[src/hw/rtl/rtn_pkg.sv]
package rtn_pkg;

    localparam int FRAC_BITS = 16;
    localparam int CRD_W     = 32;
    localparam int DIF_W     = CRD_W + 1;
    localparam int OP_W      = DIF_W + 1;
    localparam int PRD_W     = 2 * OP_W;
    localparam int CRS_W     = 2 * DIF_W;
    localparam int DET_W     = 100;
    localparam int QUO_W     = DET_W + FRAC_BITS;
    localparam int DIV_CNT_W = $clog2(QUO_W);
    localparam int COL_W     = 24;

    typedef enum logic [1:0] {
        CMD_CLEAR  = 2'd0,
        CMD_FILL   = 2'd1,
        CMD_APPEND = 2'd2,
        CMD_TRACE  = 2'd3
    } t_cmd;

    typedef enum logic [2:0] {
        CFG_ORIGIN_X = 3'd0,
        CFG_ORIGIN_Y = 3'd1,
        CFG_ORIGIN_Z = 3'd2,
        CFG_BG_RED   = 3'd3,
        CFG_BG_GREEN = 3'd4,
        CFG_BG_BLUE  = 3'd5
    } t_cfg_idx;

    localparam logic PH_CROSS = 1'b0;
    localparam logic PH_DOT   = 1'b1;

    typedef struct packed {
        logic [1:0]         command;
        logic signed [31:0] value_x;
        logic signed [31:0] value_y;
        logic signed [31:0] value_z;
    } t_item;

    typedef struct packed {
        logic [7:0] pixel_red;
        logic [7:0] pixel_green;
        logic [7:0] pixel_blue;
        logic       any_hit;
        logic       scene_overflow;
    } t_result;

    typedef struct packed {
        logic       trace_init;
        logic       fill_we;
        logic       vtx_we;
        logic       col_we;
        logic       vtx_rd;
        logic [1:0] vidx;
        logic       prep;
        logic       mul_en;
        logic       mul_phase;
        logic [1:0] mul_vec;
        logic [1:0] mul_comp;
        logic       mul_term;
        logic       norm;
        logic       test;
        logic       div_step;
        logic       update;
        logic       emit;
        logic       overflow;
    } t_dp_cmd;

    typedef struct packed {
        logic hit;
    } t_dp_status;

endpackage

[src/hw/rtl/rtn_ctrl.sv]
module rtn_ctrl #(
    parameter int MAX_TRIANGLES = 256
) (
    input  logic                 i_clk,
    input  logic                 i_rst_n,
    input  logic                 i_start,
    input  logic [1:0]           i_command,
    input  rtn_pkg::t_dp_status  i_status,
    output logic                 o_busy,
    output rtn_pkg::t_dp_cmd     o_cmd,
    output logic [((MAX_TRIANGLES > 1) ? $clog2(MAX_TRIANGLES) : 1)-1:0] o_tri
);

    localparam int TIW = (MAX_TRIANGLES > 1) ? $clog2(MAX_TRIANGLES) : 1;
    localparam int CW  = $clog2(MAX_TRIANGLES + 1);

    typedef enum logic [3:0] {
        S_IDLE, S_LOAD, S_PREP, S_MUL, S_DRAIN, S_NORM, S_TEST, S_DIV, S_UPDATE, S_DONE
    } t_state;

    t_state                          r_state, n_state;
    logic [CW-1:0]                   r_count, n_count;
    logic [1:0]                      r_pending, n_pending;
    logic                            r_overflow, n_overflow;
    logic [TIW-1:0]                  r_tri, n_tri;
    logic [1:0]                      r_vidx, n_vidx;
    logic                            r_phase, n_phase;
    logic [1:0]                      r_vec, n_vec;
    logic [1:0]                      r_comp, n_comp;
    logic                            r_term, n_term;
    logic [rtn_pkg::DIV_CNT_W-1:0]   r_div_cnt, n_div_cnt;
    logic                            full;
    logic                            last_tri;

    assign full     = (r_count == CW'(MAX_TRIANGLES));
    assign last_tri = ((CW'(r_tri) + CW'(1)) == r_count);
    assign o_busy   = (r_state != S_IDLE);

    always_comb begin
        n_state    = r_state;
        n_count    = r_count;
        n_pending  = r_pending;
        n_overflow = r_overflow;
        n_tri      = r_tri;
        n_vidx     = r_vidx;
        n_phase    = r_phase;
        n_vec      = r_vec;
        n_comp     = r_comp;
        n_term     = r_term;
        n_div_cnt  = r_div_cnt;
        o_cmd      = '0;
        o_cmd.overflow = r_overflow;
        o_tri      = r_tri;
        unique case (r_state)
            S_IDLE: begin
                if (i_start) begin
                    unique case (i_command)
                        rtn_pkg::CMD_CLEAR: begin
                            n_count    = '0;
                            n_pending  = '0;
                            n_overflow = 1'b0;
                        end
                        rtn_pkg::CMD_FILL: begin
                            o_cmd.fill_we = 1'b1;
                        end
                        rtn_pkg::CMD_APPEND: begin
                            o_tri        = r_count[TIW-1:0];
                            o_cmd.vidx   = r_pending;
                            o_cmd.vtx_we = !full;
                            if (r_pending == 2'd2) begin
                                n_pending = '0;
                                if (!full) begin
                                    o_cmd.col_we = 1'b1;
                                    n_count      = r_count + CW'(1);
                                end else begin
                                    n_overflow = 1'b1;
                                end
                            end else begin
                                n_pending = r_pending + 2'd1;
                            end
                        end
                        default: begin
                            o_cmd.trace_init = 1'b1;
                            n_tri  = '0;
                            n_vidx = '0;
                            n_state = (r_count == '0) ? S_DONE : S_LOAD;
                        end
                    endcase
                end
            end
            S_LOAD: begin
                o_cmd.vtx_rd = 1'b1;
                o_cmd.vidx   = r_vidx;
                if (r_vidx == 2'd2) begin
                    n_vidx  = '0;
                    n_state = S_PREP;
                end else begin
                    n_vidx = r_vidx + 2'd1;
                end
            end
            S_PREP: begin
                o_cmd.prep = 1'b1;
                n_phase = rtn_pkg::PH_CROSS;
                n_vec   = '0;
                n_comp  = '0;
                n_term  = 1'b0;
                n_state = S_MUL;
            end
            S_MUL: begin
                o_cmd.mul_en    = 1'b1;
                o_cmd.mul_phase = r_phase;
                o_cmd.mul_vec   = r_vec;
                o_cmd.mul_comp  = r_comp;
                o_cmd.mul_term  = r_term;
                if (!r_term) begin
                    n_term = 1'b1;
                end else begin
                    n_term = 1'b0;
                    if (r_comp == 2'd2) begin
                        n_comp = '0;
                        if ((r_phase == rtn_pkg::PH_DOT) ? (r_vec == 2'd3) : (r_vec == 2'd2)) begin
                            n_vec = '0;
                            if (r_phase == rtn_pkg::PH_DOT) begin
                                n_state = S_DRAIN;
                            end else begin
                                n_phase = rtn_pkg::PH_DOT;
                            end
                        end else begin
                            n_vec = r_vec + 2'd1;
                        end
                    end else begin
                        n_comp = r_comp + 2'd1;
                    end
                end
            end
            S_DRAIN: begin
                n_state = S_NORM;
            end
            S_NORM: begin
                o_cmd.norm = 1'b1;
                n_state = S_TEST;
            end
            S_TEST: begin
                o_cmd.test = 1'b1;
                if (i_status.hit) begin
                    n_div_cnt = '0;
                    n_state   = S_DIV;
                end else if (last_tri) begin
                    n_state = S_DONE;
                end else begin
                    n_tri   = r_tri + TIW'(1);
                    n_state = S_LOAD;
                end
            end
            S_DIV: begin
                o_cmd.div_step = 1'b1;
                if (r_div_cnt == rtn_pkg::DIV_CNT_W'(rtn_pkg::QUO_W - 1)) begin
                    n_state = S_UPDATE;
                end else begin
                    n_div_cnt = r_div_cnt + rtn_pkg::DIV_CNT_W'(1);
                end
            end
            S_UPDATE: begin
                o_cmd.update = 1'b1;
                if (last_tri) begin
                    n_state = S_DONE;
                end else begin
                    n_tri   = r_tri + TIW'(1);
                    n_state = S_LOAD;
                end
            end
            S_DONE: begin
                o_cmd.emit = 1'b1;
                n_state = S_IDLE;
            end
            default: begin
                n_state = S_IDLE;
            end
        endcase
    end

    always_ff @(posedge i_clk) begin
        if (!i_rst_n) begin
            r_state    <= S_IDLE;
            r_count    <= '0;
            r_pending  <= '0;
            r_overflow <= 1'b0;
            r_tri      <= '0;
            r_vidx     <= '0;
            r_phase    <= rtn_pkg::PH_CROSS;
            r_vec      <= '0;
            r_comp     <= '0;
            r_term     <= 1'b0;
            r_div_cnt  <= '0;
        end else begin
            r_state    <= n_state;
            r_count    <= n_count;
            r_pending  <= n_pending;
            r_overflow <= n_overflow;
            r_tri      <= n_tri;
            r_vidx     <= n_vidx;
            r_phase    <= n_phase;
            r_vec      <= n_vec;
            r_comp     <= n_comp;
            r_term     <= n_term;
            r_div_cnt  <= n_div_cnt;
        end
    end

`ifndef SYNTH
    a_done_returns: assert property (@(posedge i_clk) disable iff (!i_rst_n)
        (r_state == S_DONE) |=> (r_state == S_IDLE))
        else $error("result beat not followed by idle");
    a_trace_busy: assert property (@(posedge i_clk) disable iff (!i_rst_n)
        (i_start && !o_busy && i_command == rtn_pkg::CMD_TRACE) |=> o_busy)
        else $error("trace accepted without going busy");
    a_overflow_set: assert property (@(posedge i_clk) disable iff (!i_rst_n)
        (i_start && !o_busy && i_command == rtn_pkg::CMD_APPEND && full
         && r_pending == 2'd2) |=> r_overflow)
        else $error("dropped triangle did not set overflow");
    a_load_in_range: assert property (@(posedge i_clk) disable iff (!i_rst_n)
        (r_state == S_LOAD) |-> (CW'(r_tri) < r_count))
        else $error("triangle index past stored count");
`endif

endmodule

[config.mk]
export PLATFORM = sky130hd
export DESIGN_NAME = rtn_ctrl
export DESIGN_NICKNAME = d
export VERILOG_FILES = /design/src/hw/rtl/rtn_pkg.sv /design/src/hw/rtl/rtn_ctrl.sv
export SDC_FILE = /design/constraint.sdc
export NUM_CORES = 1
export LEC_CHECK = 0
export ABC_AREA = 0
export CAP_MARGIN = 40
export CORE_ASPECT_RATIO = 0.5
export CORE_MARGIN = 8
export CORE_UTILIZATION = 68
export DETAILED_ROUTE_END_ITERATION = 8
export DONT_BUFFER_PORTS = 1
export PLACE_DENSITY = 0.89
export SLEW_MARGIN = 20
export SYNTH_ARGS = -nofsm -noshare
export SYNTH_HDL_FRONTEND = slang
export SYNTH_SLANG_ARGS = --single-unit
[constraint.sdc]
create_clock -name i_clk -period 5.2 [get_ports i_clk]
set_input_delay 0.26 -clock i_clk [delete_from_list [all_inputs] [get_ports i_clk]]
set_output_delay 0.26 -clock i_clk [all_outputs]
set_load 0.1 [all_outputs]
==> Word level (Yosys, flattened, before mapping) <==
Index checks and enable logic that the tools add are counted.
{ "word_totals": {"regBits": 39, "inputBits": 6, "output_inout_bits": 30, "elab_cells": 140} }
{ "classes": {"n_addsub": 8, "n_eq_ne": 33, "n_mux": 67, "n_reduce_logical": 21} }
{ "op_table": {"columns": ["cell", "n"], "rows": [
  ["$mux 8", 7],
  ["$mux 4", 13],
  ["$pmux 4 s9", 1],
  ["$ne 2x2->1 const B", 14],
  ["$mux 2", 12],
  ["$pmux 8 s3", 1],
  ["$mux 7", 3],
  ["$pmux 2 s2", 5],
  ["$mux 1", 18],
  ["$mux 9", 2],
  ["$pmux 9 s2", 1],
  ["$eq 4x3->1 const B", 4],
  ["$pmux 7 s2", 1],
  ["$eq 2x2->1 const B", 6],
  ["$reduce_and 3->1", 4],
  ["$reduce_and 5->1", 2],
  ["$add 8x1->9 const B", 1],
  ["$add 9x1->9 const B", 1],
  ["$eq 9x9->1", 1],
  ["$eq 9x9->1 const B", 1],
  ["$logic_not 9->1", 1],
  ["$add 2x1->2 const B", 4],
  ["$add 8x1->8 const B", 1],
  ["$eq 4x2->1 const B", 2],
  ["other kinds (16)", 23]
]} }

==> Longest topological paths before layout <==
{ "logic_depth": {"depth_word": 6, "ltp_mapped": 8} }

==> Worst setup path after synthesis <==
OpenSTA, ideal clock, no wires.
{ "synth_path": {"path_type": "reg-to-reg", "from": "register r_state[2]", "to": "register r_count[1]", "arrival_ps": 4417, "slack_ps": 709, "stages_incl_launch_ff": 8, "path_buffers": 0, "cell_sequence": "dfxtp_1 > nor4_4 > inv_1 > nor3b_1 > nand2_1 > nor3_1 > a22oi_1 > nor2_1"} }
{ "synth_between": {"elab_chain_len": 2} }
{ "synth_lines": {"columns": ["element", "line_no", "rtl"], "rows": [
  ["start: declaration", "rtn_ctrl.sv:21", "t_state r_state, n_state;"],
  ["start signal: assignment", "rtn_ctrl.sv:196", "r_state <= n_state;"],
  ["$logic_not 4->1", "rtn_ctrl.sv:54", "unique case (r_state)"],
  ["$reduce_and 5->1 (no line)", null, null],
  ["end signal: assignment", "rtn_ctrl.sv:197", "r_count <= n_count;"],
  ["end: declaration", "rtn_ctrl.sv:22", "logic [CW-1:0] r_count, n_count;"]
]} }
Every way passes these cells.
A chain may end at the register's enable or synchronous reset.

==> flow_summary_export.csv <==
group,metric,value,unit
global_route,grt_max_degree,22,
min_path,whs_endpoint,"r_state[2]",
min_path,hold-path-cell-count,1,
worst_setup_path,cp_slowest_stage_delay,0.57,ns
finish,fill_cells,176,
synthesis,syn_area,2580,sq um
synthesis,yosysWarnings,0,
min_path,min_from,"i_rst_n",
power,total_power,0.000892,W
die,die_h,59.6,um
synthesis,synth_async_sr_flop_share,0,
worst_setup_path,cp_common_cell,"buf_1",
synthesis,syn_inst,330,
power,leakage,1.13,nW
die,coreArea,3530,sq um
clock_network,clk_pin_slew,0.08,ns
routing,drc_errors,0,
synthesis,yosys-top-cells-area,"dfxtp_1 30%, nor2_1 5.5%, nand2_1 4.9%",
timing,fin_setup_tns,0,ns
clock_network,root_buffer,"clkbuf_8",
timing,finalClockSkew,0.0102,ns
place,dp_hpwl,4.81,mm
worst_setup_path,r2r_end,"r_count[0]",
finish,drive_gt1_frac,0.182,
die,fp-row-count,15,
routing,routed_wl,7.91,mm
worst_setup_path,critical_path_arrival,3.67,ns
worst_setup_path,cp.depth,10,
worst_setup_path,r2r.worst_path.cells,11,
routing,vias,2718,
worst_setup_path,cp_cell_sequence,"nor4_4, inv_1, buf_16, clkbuf_1, buf_1, buf_1, nor3b_1, nand2_1, nor3_2, clkbuf_16",
die,die_w,103,um
timing,post-route-period-util,0.755,
global_route,grt_pass1_vias,2464,
timing,timing.final.crit_period,3.93,ns
power,seq_power_share,0.380,
timing,fin_ws,1.27,ns
synthesis,synth_edf_count,0,
finish,final_nets,350,
worst_setup_path,crit_type,"flip-flop to primary output",
synthesis,synth_nets,340,
global_route,antenna_found_initial,0,
worst_setup_path,start_kind,"flip-flop",
power,p_sw_frac,0.381,
worst_setup_path,r2r_start,"r_state[0]",
finish,diodes,0,
routing,detail-route-antenna-nets,0,
power,clkPwrFrac,0.305,
worst_setup_path,cp_max_fo,21,
routing,detail_route.wl_per_cell,20.2,um
place,numPortBuffers,0,
routing,drtPass1Iterations,5,
place,preCtsSetupSlack,1.67,ns
synthesis,ys_ff_latch,39,
power,p_int,0.000552,W
place,place.gp.congestion,0.864,
clock_network,clk_latency,0.31,ns
global_route,grt_usage,0.248,
timing,clock.fmax,255,MHz
clock_network,cts_setup_buffers,0,
clock_network,cts_made_buffers,5,
routing,dr.first_iter.drc_count,257,
timing,setup_viol,0,
synthesis,ys.flop_type,"dfxtp_1",
power,p_sw,0.000340,W
timing,rsz0062_at_grt,"false",
min_path,hold_class,"primary input to flip-flop",
worst_setup_path,cp_data_required_time,4.94,ns
synthesis,synth_top_cell_area_share,0.302,
worst_setup_path,worst-r2r-setup-slack,1.76,ns
clock_network,cts-hold-fix-buffers,0,
finish,syn2layout_area_growth,20.4,%
global_route,grt_overflow,0,
synthesis,synth.largest_area_cell,"dfxtp_1",
worst_setup_path,critPathTopFamily,"simple AND/OR/NAND/NOR gates",
clock_network,numClockSinks,39,
worst_setup_path,crit_slowest_cell,"dfxtp_1",
clock_network,cts_tree,"built",
timing,slew_headroom,0.449,
die,initial_core_util,0.732,
power,power.density,287,nW/um^2
die,ios,36,
synthesis,syn-mean-instance-area,7.83,sq um
timing,final_hold_viol_count,0,
power,p_comb_frac,0.315,
run_status,status,"finished clean",
worst_setup_path,end_kind,"primary output",
synthesis,ys_seq_area_frac,0.302,
global_route,grt_pass1_wl,12.0,mm
die,die_area,6150,sq um
timing,tightest_slew,0.826,ns
timing,slew_viol_final,0,
worst_setup_path,crit_path_start,"r_state[0]",
clock_network,htree_levels,2,
power,ir_worst_vdd,0.000165,V
synthesis,yosysUniqueCellTypes,66,
clock_network,cts_resized,0,
routing,avgViaCountPerCell,6.93,
job,cap_violations,0,
worst_setup_path,worst-path-buf-inv,6,
clock_network,cts_max_path_buffers,2,
placed cells by master (no fill, tap or decap), drive strengths merged, types with 3 or more instances in the layout:
| cell | instances |
|---|---|
| or3 | 6 |
| o21ai | 12 |
| nand2 | 34 |
| and2 | 8 |
| ha | 4 |
| a21oi | 17 |
| inv | 12 |
| nor2 | 39 |
| a21o | 3 |
| nand3 | 6 |
| nand2b | 4 |
| nor3 | 15 |
| o211ai | 3 |
| nand3b | 3 |
| xor2 | 9 |
| xnor2 | 11 |
| o311ai | 4 |
| o31a | 3 |
| mux2 | 5 |
| or4 | 5 |
| or2 | 3 |
| o2111ai | 3 |
| nor2b | 5 |
| nand4 | 7 |
| buf | 21 |
| dfxtp | 39 |
| clkbuf | 11 |
| nor4 | 3 |
| nor3b | 5 |
final cells by class:
type,instances,area (sq um),share of cell area
clock buffers,6,82.6,0.0265
clock inverters,2,35.0,0.0113
inverters,12,45.0,0.0145
multi-input cells,256,1720,0.554
flip-flops and latches,39,781,0.251
well taps,51,63.8,0.0205
repair buffers,26,379,0.122
sequential cells by signal, indices dropped and copies added, names as in the netlist:
| signal | flops |
|---|---|
| r_phase | 1 |
| r_term | 1 |
| r_vec | 2 |
| r_state | 4 |
| r_comp | 2 |
| r_div_cnt | 7 |
| r_overflow | 1 |
| r_vidx | 2 |
| r_pending | 2 |
| r_tri | 8 |
| r_count | 9 |
cells in the mapped netlist, types with 4 or more instances:
library cell and count:
dfxtp_1 39, and2_1 8, nand4_1 7, nand2_1 34, nand2b_1 4, nor2b_1 5, xor2_1 9, o21ai_0 10
nor3b_1 5, xnor2_1 11, or4_1 4, mux2_2 5, nor2_1 38, ha_1 4, nand3_1 6, or3_1 6
nor3_1 15, inv_1 12, a21oi_1 17, clkbuf_1 16, o311ai_0 4
metrics by stage:
stage	utilization	hold WS, ns	instance area (sq um)	std cells
2_1_floorplan	-	0.438	2580	330
6_report	0.882	0.0744	3110	392
3_3_place_gp	0.776	0.383	2740	366
4_1_cts	0.873	0.0714	3080	390
5_1_grt	0.882	0.0683	3110	392
3_5_place_dp	0.839	0.383	2960	382
worst max-delay path by stage:
stage	to	slack, ns
after floorplan	r_count[1]	0.71
after global placement	o_tri[0]	1.63
after detailed placement	o_cmd[17]	1.67
after CTS	o_cmd[17]	1.30
after global routing	o_cmd[17]	1.18
final	o_cmd[17]	1.27
power by group through the flow:
stage | registers (W) | logic (W) | clock network (W)
finish | 0.000339 | 0.000281 | 0.000272
global route | 0.000341 | 0.000290 | 0.000281
CTS | 0.000338 | 0.000248 | 0.000271
detailed placement | 0.000344 | 0.000243 | 0
global placement | 0.000342 | 0.000223 | 0
floorplan | 0.000324 | 0.000203 | 0
worst reg2reg max path, delay by kind of cell, from the launching register on:
family	cells	cell delay [ns]
buf+inv	5	0.68
flops	1	0.57
simple gates	6	2.12
routing by layer:
metal	up-vias	wire [um]	part of all wire	track usage
met3	39	749	0.095	0.0632
met1	1282	3120	0.40	0.289
met5	-	0	0	0
li1	1209	-	-	-
met2	188	3770	0.48	0.425
met4	0	263	0.033	0.104
cell families after synthesis:
logic type               count (synthesis)  synth area share
AO/OA/AOI/OAI                           71             0.200
XOR/XNOR                                20            0.0678
adder cells (fa/ha/maj)                  4            0.0194
buffers and inverters                   35            0.0610
flip-flops                              39             0.302
multiplexers                             5            0.0218
AND/OR/NAND/NOR                        156             0.328
Note: power is estimated with default switching activity, not from simulation.
